### config.mk
export PLATFORM = sky130hd
export DESIGN_NAME = zgd_front
export DESIGN_NICKNAME = d
export VERILOG_FILES = /design/src/rtl/zgd_pkg.sv /design/src/rtl/zgd_front.sv
export SDC_FILE = /design/constraint.sdc
export NUM_CORES = 1
export LEC_CHECK = 0
export BUFFER_PORTS_ARGS = -buffer_cell sky130_fd_sc_hd__buf_4
export CAP_MARGIN = 20
export CORE_ASPECT_RATIO = 1.25
export CORE_MARGIN = 2
export CORE_UTILIZATION = 50
export CTS_BUF_LIST = sky130_fd_sc_hd__clkbuf_4
export DETAILED_ROUTE_END_ITERATION = 12
export GPL_TIMING_DRIVEN = 0
export PLACE_DENSITY = 0.76
export SLEW_MARGIN = 20
export SYNTH_ARGS = -nofsm -noshare
export SYNTH_HDL_FRONTEND = slang
export SYNTH_SLANG_ARGS = --single-unit
### constraint.sdc
create_clock -name clk_i -period 6.1 [get_ports clk_i]
set_input_delay 0.61 -clock clk_i [delete_from_list [all_inputs] [get_ports clk_i]]
set_output_delay 0.61 -clock clk_i [all_outputs]
set_load 0.1 [all_outputs]
### src/rtl/zgd_pkg.sv
// zgd_pkg: shared types and constants of the zone grid disc paint and query block
// no dependencies
`timescale 1ns / 1ps
`default_nettype none
package zgd_pkg;

  localparam int unsigned POS_W      = 32;
  localparam int unsigned RAD_W      = 31;
  localparam int unsigned WS_W       = 31;
  localparam int unsigned CELL_W     = 8;
  localparam int unsigned LAYER_W    = 3;
  localparam int unsigned IN_TDATA_W  = 104;
  localparam int unsigned OUT_TDATA_W = 16;

  // configuration register indexes
  localparam logic REG_GRID_SIDE  = 1'b0;
  localparam logic REG_WORLD_SIZE = 1'b1;

  typedef enum logic [1:0] {
    OP_PAINT = 2'd0,
    OP_TEST  = 2'd1,
    OP_READ  = 2'd2,
    OP_CLEAR = 2'd3
  } op_e;

  typedef struct packed {
    op_e                op;
    logic [POS_W-1:0]   pos_x;
    logic [POS_W-1:0]   pos_z;
    logic [RAD_W-1:0]   radius;
    logic [LAYER_W-1:0] layer;
    logic               any_layer;
    logic               set_bit;
  } item_t;

  // head of the queue between front and back
  typedef struct packed {
    logic  valid;
    item_t item;
  } q_head_t;

  typedef struct packed {
    logic init_busy;
  } stat_t;

  typedef struct packed {
    logic              blocked;
    logic [CELL_W-1:0] cell_value;
    logic              inside_res;
  } res_t;

endpackage
`default_nettype wire

### src/rtl/zgd_front.sv
// zgd_front: input word acceptance, opcode decode and a two-entry item queue
// depends on zgd_pkg
`timescale 1ns / 1ps
`default_nettype none
module zgd_front import zgd_pkg::*; (
  input  wire logic                  clk_i,
  input  wire logic                  rst_ni,
  input  wire logic                  s_valid_i,
  output logic                       s_ready_o,
  input  wire logic [IN_TDATA_W-1:0] s_data_i,
  input  wire logic [1:0]            s_user_i,
  input  wire stat_t                 stat_i,
  output q_head_t                    head_o,
  input  wire logic                  pop_i
);
  item_t      slot_q [2];
  logic       wr_q, rd_q;
  logic [1:0] cnt_q;
  logic       push, pop;
  item_t      itm;

  always_comb begin
    itm.op        = op_e'(s_user_i);
    itm.pos_x     = s_data_i[31:0];
    itm.pos_z     = s_data_i[63:32];
    itm.radius    = s_data_i[94:64];
    itm.layer     = s_data_i[97:95];
    itm.any_layer = s_data_i[98];
    itm.set_bit   = s_data_i[99];
  end

  // no intake while the store is swept after reset
  assign s_ready_o = (cnt_q != 2'd2) && !stat_i.init_busy;
  assign push      = s_valid_i && s_ready_o;
  assign pop       = pop_i && (cnt_q != 2'd0);

  always_ff @(posedge clk_i or negedge rst_ni) begin
    if (!rst_ni) begin
      wr_q  <= 1'b0;
      rd_q  <= 1'b0;
      cnt_q <= 2'd0;
    end else begin
      if (push) wr_q <= ~wr_q;
      if (pop) rd_q <= ~rd_q;
      cnt_q <= cnt_q + {1'b0, push} - {1'b0, pop};
    end
  end

  always_ff @(posedge clk_i) begin
    if (push) slot_q[wr_q] <= itm;
  end

  assign head_o.valid = cnt_q != 2'd0;
  assign head_o.item  = slot_q[rd_q];
endmodule
`default_nettype wire

# ---- Word-level counts from Yosys, hierarchy flattened
# Memories as Yosys holds them, arrays and structs flattened.
# Cells that the tools add are included.
dict set report word_totals {
  latch_bits 0
  memories 1
  word_cells 16
  ram_bits 204
  regBits 4
  rom_bits 0
  output_inout_bits 104
}
dict set report classes {
  shifts 0
  n_lt_le_gt_ge 0
  eq_ne 1
  bitwise 2
  n_mux 2
  n_mul 0
  div_mod_pow 0
  addsub 2
  reduce_logical 5
}
# memory depth word_bits read_ports rd_ports_with_merged_regs wr line_no
set memory_table {}
lappend memory_table {slot_q 2 102 1 0 1 zgd_front.sv:16} ;# item_t slot_q [2];
# op count
set ops {}
lappend ops {{$logic_and A1 B1 Y1} 3}
lappend ops {{$add A2 B1 Y2} 1}
lappend ops {{$mux W1} 2}
lappend ops {{$ne A2 B2 Y1 const B} 1}
lappend ops {{$not A1 Y1} 2}
lappend ops {{$reduce_bool A2 Y1} 1}
lappend ops {{$sub A2 B1 Y2} 1}
lappend ops {{$logic_not A1 Y1} 1}

# ---- Depth between registers and ports, before layout
# Gate-level depths: netlist of the first run.
dict set report logic_depth {
  ltp_word 5
  ltp_mapped 7
}

# ---- Worst setup path before layout of the first run
# Ideal clock, no wire load.
dict set report synth_path {
  path_kind {input port to flip-flop}
  start {in s_valid_i}
  end {mem slot_q[0][0] in the netlist's numbering (enable)}
  t_arrival_ns 5.106
  path_stages 3
  slack_ns 0.430
  required_time_ns 5.536
  setup_ns 0.564
  cell_sequence {nor2b_1 nand2_1 nor2_1}
}
dict set report synth_via {
  elab_chain_len 3
}
# item line_no
set synth_lines {}
lappend synth_lines {{start: declaration} zgd_front.sv:8} ;# input wire logic s_valid_i,
lappend synth_lines {{$logic_and A1 B1 Y1} zgd_front.sv:34} ;# assign push = s_valid_i && s_ready_o;
lappend synth_lines {{$mux W1} zgd_front.sv:50} ;# if (push) slot_q[wr_q] <= itm;
lappend synth_lines {{$mux W1 (implied by the code)} zgd_front.sv:50}
lappend synth_lines {{end: declaration} zgd_front.sv:16}
# Every way passes these cells.

==> impl_metrics.json, run 1 <==
{
  "status": "finished, final reports clean",
  "die_w_um": 114,
  "cts.reportedPaths.clkPinSlew_ps": 70,
  "drt-vias-per-instance": 4.99,
  "dieArea_um2": 16200,
  "skew_ps": 16.3,
  "finalCritPeriodShare_pct": 43.4,
  "fill_cells": 1080,
  "cp.required_ps": 5490,
  "grt-ovfl-total": 0,
  "vias": 4077,
  "relSlewSlack_pct": 66.1,
  "grt_pass1_wl_um": 22400,
  "worst_slew_pin_slew_ps": 508,
  "ys_warn_count": 0,
  "core_area_um2": 14900,
  "grt_antenna_before_repair": 1,
  "cts_sinks": 208,
  "synth.avg_cell_area_um2": 22.6,
  "htree_num_levels": 2,
  "start_util_pct": 50.9,
  "ys_ff_latch": 208,
  "grt_pass1_vias": 4545,
  "synth_top_cell_by_area": "edfxtp_1",
  "ios": 215,
  "ant_nets": 0,
  "crit_path_end_kind": "primary output",
  "rsz0062_at_grt": "no",
  "finalNonFillerCells": 817,
  "holdCritPathClass": "primary input to flip-flop",
  "routed_wl_um": 14900,
  "worstPathArrival_ps": 2040,
  "final_hold_viol_count": 0,
  "dp_cells": 734,
  "setup_viol": 0,
  "drive_gt1_share_pct": 64.0,
  "drv_cap": 0,
  "areaGrowthSynthToFinish_pct": 33.4,
  "cts_root_buffer": "clkbuf_4",
  "max_freq_ghz": 0.377,
  "post_cts_resized": 0,
  "hold_slack_ps": 182,
  "post-route-min-period_ps": 2650,
  "crit_path_max_fanout": 10,
  "routedWlPerCell_um": 18.2,
  "synth.cell_area_um2": 7580,
  "drc": 0,
  "die_h_um": 142,
  "final_cell_mix": "buf_4 (211), edfxtp_1 (204), mux2_2 (102)",
  "cts_tree": "yes",
  "rows": 50,
  "synth_cell_types": 17,
  "globalplace.congestion": 0.730,
  "final_common_cell": "buf_4",
  "dr.pass1.iters": 4,
  "clkLatencyLatePin_ps": 600,
  "yosysSeqAreaShare_pct": 82.1,
  "nets": 716,
  "hpwlAfterDp_um": 10100,
  "critPathLaunchType": "flip-flop",
  "grt_util_all_layers_pct": 18.2,
  "syn_nets": 449,
  "port_buffers": 210,
  "path_class": "flip-flop to primary output",
  "grt_max_degree": 37,
  "cts_buffers": 48,
  "ys_top_cells_by_area": "edfxtp_1 (81%), mux2_2 (15%), dfrtp_1 (1.3%), buf_6 (1.0%), xnor2_1 (0.35%)",
  "netlist.area_leader.share_pct": 80.8,
  "clk_path_buf_depth": 3,
  "slew_violations": 0,
  "drtIter0Drc": 162,
  "synthCells": 336
}
==> cell families (layout without fill, tap and decap cells) <==
logic type    after synthesis  in the layout  synth area share [%]
other cells                 0              1                     0
flops                     208            208                  82.1
fa+ha+maj                   2              2                 0.330
simple gates                8              8                 0.594
mux                       102            102                  15.1
buf+inv                    12            310                  1.39
xor+xnor                    4              4                 0.462
==> flip-flops by register name, indices dropped and copies added (netlist names) <==
| signal | cells |
|---|---|
| slot_q | 204 |
| rd_q | 1 |
| wr_q | 1 |
| cnt_q | 2 |
==> stage by stage <==
stage / utilization (%) / setup TNS [ps] / area (µm²) / setup slack (ps)
after floorplan: - / 0 / 7580 / 430
after detailed placement: 64.0 / 0 / 9530 / 3710
final: 68.0 / 0 / 10100 / 3450
after global placement: 63.1 / -188340 / 9390 / -1850
after CTS: 68.0 / 0 / 10100 / 3370
after global routing: 68.0 / 0 / 10100 / 3320
==> cells in the mapped netlist <==
master      n
mux2_2    102
ha_1        2
or2_2       1
buf_2       3
nor2_1      1
and3_1      1
inv_1       1
buf_6       7
xor2_1      1
nand2_1     1
edfxtp_1  204
nor2b_1     2
nand2b_1    1
xnor2_1     3
dfrtp_1     4
buf_4       1
and2_1      1
==> cell type report <==
| class | instances | area (µm²) | share of cell area [%] |
|---|---|---|---|
| Antenna cell | 1 | 2.50 | 0.0247 |
| Buffer | 11 | 101 | 1.00 |
| Clock buffer | 73 | 548 | 5.41 |
| Clock inverter | 8 | 31.3 | 0.309 |
| Inverter | 1 | 3.75 | 0.0371 |
| Multi-Input combinational cell | 116 | 1270 | 12.5 |
| Sequential cell | 208 | 6230 | 61.5 |
| Tap cell | 182 | 228 | 2.25 |
| Timing Repair Buffer | 217 | 1710 | 16.9 |
==> worst max-delay path: stages, from the launching register on <==
cell and delay [ps]:
dfrtp_1 380, buf_4 260, buf_6 190, mux2_2 360, buf_4 230
==> routing by layer <==
| layer | vias up | share of wire, % | global-route usage [%] |
|---|---|---|---|
| met5 | - | 0 | 0 |
| met4 | 0 | 3.2 | 9.18 |
| met3 | 36 | 7.2 | 6.24 |
| met2 | 154 | 55 | 33.1 |
| met1 | 1988 | 34 | 18.4 |
| li1 | 1899 | - | - |
==> timing repair <==
item / in CTS / in global routing
endpoints found under the hold margin: 4 / 0
setup buffers: 0 / 0
hold buffers: 1 / 0
==> path summary, 6_finish.rpt <==
check | endpoint | startpoint | slack, ps | cells past startpoint
setup reg to reg | slot_q[1][57] | cnt_q[1] | 4110 | 4
hold / removal | slot_q[1][13] | s_data_i[72] | 180 | 1
max in group asynchronous | cnt_q[0] | rst_ni | 5660 | 2
min in group asynchronous | rd_q | rst_ni | 330 | 2
hold reg to reg | cnt_q[1] | cnt_q[1] | 510 | 1
setup / recovery | head_o[86] | rd_q | 3450 | 4
Power of run 1 is not shown: default switching activity piles up to over one toggle a cycle in this logic, so the estimate is an artifact.
==> inputs of run 2 (changes only) <==
--- a/config.mk
+++ b/config.mk
@@ -9,7 +9,7 @@
 export CAP_MARGIN = 20
 export CORE_ASPECT_RATIO = 1.25
 export CORE_MARGIN = 2
-export CORE_UTILIZATION = 50
+export CORE_UTILIZATION = 48
 export CTS_BUF_LIST = sky130_fd_sc_hd__clkbuf_4
 export DETAILED_ROUTE_END_ITERATION = 12
 export GPL_TIMING_DRIVEN = 0
==> constraint.sdc (replaced) <==
create_clock -name clk_i -period 2.2 [get_ports clk_i]
set_input_delay 0.22 -clock clk_i [delete_from_list [all_inputs] [get_ports clk_i]]
set_output_delay 0.22 -clock clk_i [all_outputs]
set_load 0.1 [all_outputs]
==> impl_metrics.json, run 2 (synthesis gave the netlist of run 1 again) <==
{
  "power_uw": 18400,
  "largest_reg_flops": 204,
  "grt-ovfl-total": 0,
  "ios": 215,
  "start_util_pct": 48.9,
  "r2r-start": "cnt_q[0]",
  "holdCritPathClass": "primary input to flip-flop",
  "crit_path_end_kind": "primary output",
  "dieArea_um2": 16800,
  "worst_slew_pin_slew_ps": 776,
  "max_freq_ghz": 0.463,
  "nets": 832,
  "cts_sinks": 208,
  "p_leak_uw": 0.00476,
  "die_h_um": 145,
  "rows": 51,
  "cts_root_buffer": "clkbuf_4",
  "grt_pass1_vias": 5125,
  "drv_cap": 0,
  "grt_max_degree": 54,
  "power.density_nw_per_um2": 1510,
  "crit_path_top_delay_cell": "dfrtp_2",
  "cpPeakStageDelay_ps": 460,
  "drive_gt1_share_pct": 54.3,
  "routed_wl_um": 19100,
  "pre_cts_slack_ps": 60.7,
  "status": "finished, final reports clean",
  "drc": 0,
  "final_hold_viol_count": 0,
  "vias": 4702,
  "drt-vias-per-instance": 4.83,
  "cpMostUsedCell": "clkbuf_16",
  "cts.reportedPaths.clkPinSlew_ps": 60,
  "cts_buffers": 51,
  "cts_tree": "yes",
  "top_regs": "slot_q x204, cnt_q x2",
  "slew_violations": 0,
  "rsz0062_at_grt": "yes",
  "reg2reg_depth": 3,
  "crit_path_max_fanout": 5,
  "hpwlAfterDp_um": 9680,
  "finalCritPeriodShare_pct": 98.1,
  "endpoint": "head_o[45]",
  "cp.required_ps": 1980,
  "worstPathArrival_ps": 1940,
  "globalplace.congestion": 0.733,
  "startpoint": "rd_q",
  "drtIter0Drc": 176,
  "grt_util_all_layers_pct": 20.3,
  "relSlewSlack_pct": 48.3,
  "skew_ps": 29.6,
  "ant_nets": 0,
  "clkLatencyLatePin_ps": 620,
  "largest-register": "slot_q",
  "final_cell_mix": "edfxtp_1 (204), buf_4 (142), dlygate4sd3_1 (106)",
  "path_class": "flip-flop to primary output",
  "r2r-end": "slot_q[1][36]",
  "htree_num_levels": 2,
  "dr.pass1.iters": 4,
  "path_cells": "clkbuf_16, clkbuf_16, mux2_4, buf_12",
  "final_common_cell": "edfxtp_1",
  "post-route-min-period_ps": 2160,
  "areaGrowthSynthToFinish_pct": 60.9,
  "die_w_um": 116,
  "final.setup.worst_slack_ps": 40.7,
  "grt_antenna_before_repair": 1,
  "critPathLaunchType": "flip-flop",
  "ir_drop_v": 0.000992,
  "core_area_um2": 15500,
  "regToRegSetupSlack_ps": 230,
  "grt_pass1_wl_um": 25500,
  "final_util_pct": 78.7,
  "port_buffers": 210,
  "routedWlPerCell_um": 19.6,
  "clk_path_buf_depth": 3,
  "setup_viol": 0,
  "hold_slack_ps": 98.3
}
run 2: worst min path at each step:
stage | startpoint | to | slack [ps] | cells after the start
final | s_valid_i | wr_q | 100 | 4
after CTS | s_valid_i | wr_q | 50 | 4
after detailed placement | rst_ni | cnt_q[1] | 20 | 1
after global placement | rst_ni | cnt_q[0] | 20 | 1
after global routing | s_valid_i | wr_q | 60 | 4
after floorplan | rst_ni | cnt_q[0] | -80 | 0
run 2: critical path: cells and delay by family, from the launching register on:
| family | cells | cell delay (ps) |
|---|---|---|
| DFF | 1 | 460 |
| buffers and inverters | 3 | 520 |
| muxes | 1 | 330 |
run 2: final cells by class:
cell class                 count  area [µm²]
fill                         771        3300
clock buffer                  69         518
tap                          212         265
antenna                        1        2.50
multi-input combinational    116        1400
inverter                       1        3.75
buffer                        11         183
clock inverter                25        96.3
sequential                   208        6230
timing repair buffer         330        3510
run 2: where the power goes:
part | leakage, µW | internal (µW) | switching, µW
logic | 0.00249 | 3470 | 6850
registers | 0.00191 | 4930 | 166
clock network | 0.000361 | 1470 | 1510
total | 0.00476 | 9860 | 8530
run 2: timing repair:
item,in CTS,in global routing
resized for setup,76,133
buffers inserted,1,4
hold buffers,106,0
endpoints found under the setup margin,70,117
gates cloned,0,4
endpoints found under the hold margin,210,0
pin swaps,0,1
run 2: routing by layer:
metal | global-route usage, % | vias to the layer above | part of all wire, % | wire length (µm)
met3 | 6.83 | 50 | 6.1 | 1170
met1 | 19.3 | 2315 | 32 | 6110
met4 | 9.59 | 0 | 3.3 | 633
met5 | 0 | - | 0 | 0
li1 | - | 2141 | - | -
met2 | 38.6 | 196 | 58 | 11100
run 2: through the flow:
step	std cells	TNS [ps]	instance area (µm²)
6_report	973	0	12200
5_1_grt	973	-2360	12200
4_1_cts	964	-268	11500
3_5_place_dp	763	0	9560
3_3_place_gp	758	-176400	9440
2_1_floorplan	336	-36150	7600
Note: power is estimated with default switching activity, not from simulation.
==> inputs of run 3 (changes only) <==
--- a/config.mk
+++ b/config.mk
@@ -9,11 +9,12 @@
 export CAP_MARGIN = 20
 export CORE_ASPECT_RATIO = 1.25
 export CORE_MARGIN = 2
-export CORE_UTILIZATION = 48
-export CTS_BUF_LIST = sky130_fd_sc_hd__clkbuf_4
+export CORE_UTILIZATION = 47
+export CTS_BUF_LIST = sky130_fd_sc_hd__clkbuf_16
 export DETAILED_ROUTE_END_ITERATION = 12
 export GPL_TIMING_DRIVEN = 0
-export PLACE_DENSITY = 0.76
+export PLACE_DENSITY = 0.75
+export SETUP_SLACK_MARGIN = 0.3
 export SLEW_MARGIN = 20
 export SYNTH_ARGS = -nofsm -noshare
 export SYNTH_HDL_FRONTEND = slang
==> impl_metrics.json, run 3 (synthesis gave the netlist of run 1 again) <==
{
  "rsz0062_at_grt": "yes",
  "final.setup.worst_slack_ps": 161,
  "max_freq_ghz": 0.491,
  "r2r-start": "cnt_q[1]",
  "final_common_cell": "edfxtp_1",
  "nets": 795,
  "routed_wl_um": 18500,
  "p_leak_uw": 0.00448,
  "cp.required_ps": 1980,
  "relSlewSlack_pct": 79.4,
  "fill_cells": 902,
  "drtIter0Drc": 241,
  "drv_cap": 0,
  "grt_max_degree": 48,
  "finalCritPeriodShare_pct": 92.7,
  "grt_antenna_before_repair": 1,
  "final_cell_mix": "edfxtp_1 (204), buf_4 (132), dlygate4sd3_1 (103)",
  "largest-register": "slot_q",
  "drc": 0,
  "start_util_pct": 48.3,
  "grt_util_all_layers_pct": 20.3,
  "clkLatencyLatePin_ps": 490,
  "holdCritPathClass": "primary input to flip-flop",
  "ant_nets": 0,
  "grt_pass1_wl_um": 27200,
  "status": "finished, final reports clean",
  "cpPeakStageDelay_ps": 410,
  "cts.reportedPaths.clkPinSlew_ps": 70,
  "reg2reg_depth": 7,
  "r2r-end": "cnt_q[1]",
  "dp_cells": 764,
  "die_h_um": 146,
  "worstHoldEndpoint": "rd_q",
  "cts_sinks": 208,
  "ios": 215,
  "crit_path_end_kind": "primary output",
  "clk_path_buf_depth": 3,
  "cts_root_buffer": "clkbuf_16",
  "critPathLaunchType": "flip-flop",
  "skew_ps": 9.18,
  "port_buffers": 210,
  "grt_pass1_vias": 4987,
  "worstPathArrival_ps": 1820,
  "pre_cts_slack_ps": 190,
  "die_w_um": 118,
  "rows": 51,
  "final_hold_viol_count": 0,
  "grt-ovfl-total": 0,
  "cts_buffers": 20,
  "ir_drop_v": 0.00117,
  "finalNonFillerCells": 908,
  "dr.pass1.iters": 4,
  "crit_path_max_fanout": 10,
  "dieArea_um2": 17200,
  "core_area_um2": 15700,
  "globalplace.congestion": 0.714,
  "slew_violations": 0,
  "regToRegSetupSlack_ps": 370,
  "vias": 4440,
  "hpwlAfterDp_um": 9900,
  "crit_path_top_delay_cell": "dfrtp_2",
  "hp-start": "pop_i",
  "setup_viol": 0,
  "worst_slew_pin_slew_ps": 308,
  "cts_tree": "yes",
  "drive_gt1_share_pct": 53.2,
  "power_uw": 18100,
  "path_cells": "buf_2, mux2_2, buf_4",
  "power.density_nw_per_um2": 1530,
  "drt-vias-per-instance": 4.89,
  "path_class": "flip-flop to primary output",
  "post-route-min-period_ps": 2040,
  "top_regs": "slot_q x204, cnt_q x2",
  "areaGrowthSynthToFinish_pct": 55.8,
  "routedWlPerCell_um": 20.4,
  "htree_num_levels": 1,
  "min_path_cells": 3,
  "largest_reg_flops": 204
}
-- run 3: cell types whose count changed in the layout (fill, tap and decap cells not counted), moves of 3 or more --
cell	change
mux2_2	+26
dlygate4sd3_1	-3
clkbuf_4	-70
clkbuf_16	+17
mux2_4	-26
buf_6	+44
buf_4	-10
buf_12	-34
inv_1	+3
clkinv_1	-20
bufinv_16	+3
-- run 3: final cells by class --
type                       count  area [µm²]  area share [%]
timing repair buffer         324        3210            27.1
clock buffer                  21         526            4.45
antenna                        1        2.50          0.0212
sequential                   208        6230            52.7
tap                          212         265            2.25
inverter                       1        3.75          0.0318
clock inverter                14         143            1.21
multi-input combinational    116        1310            11.1
buffer                        11         131            1.11
-- run 3: worst max path at each step --
| stage | start | to |
|---|---|---|
| 3_5_place_dp | stat_i | slot_q[0][82] |
| 2_1_floorplan | cnt_q[1] | slot_q[0][0] |
| 3_3_place_gp | stat_i | slot_q[0][82] |
| 6_report | rd_q | head_o[5] |
| 4_1_cts | rd_q | head_o[8] |
| 5_1_grt | rd_q | head_o[5] |
-- run 3: through the flow --
stage	TNS, ps	instance area [µm²]	hold slack [ps]	utilization [%]
floorplan	-36060	7600	-75.6	-
global placement	-176500	9440	16.3	60.1
detailed placement	0	9590	19.9	61.1
CTS	0	11600	53.1	74.1
global route	0	11800	45.3	75.3
finish	0	11800	60.3	75.3
-- run 3: repair_timing --
| item | CTS | global route |
|---|---|---|
| pin swaps | 1 | 1 |
| hold endpoints to repair | 208 | 0 |
| resized for setup | 83 | 43 |
| hold buffers | 103 | 0 |
| setup buffers | 4 | 1 |
| setup endpoints to repair | 147 | 103 |
| gates cloned | 0 | 0 |
-- run 3: power by group --
part	leakage, µW	internal [µW]	switching, µW
combinational	0.00224	2830	6700
sequential	0.00191	4930	160
clock	0.000334	2080	1400
-- run 3: routing by layer --
metal	track usage, %	vias to the layer above	share of wire (%)
met3	4.41	23	5.8
met4	5.54	0	1.6
met1	21.7	2221	34
met2	39.9	175	58
met5	0	-	0
li1	-	2021	-
-- run 3: critical path: cells and delay by family, from the launching register on --
kind / cells / cell delay (ps)
buffers and inverters: 2 / 530
flip-flops: 1 / 410
multiplexers: 1 / 390
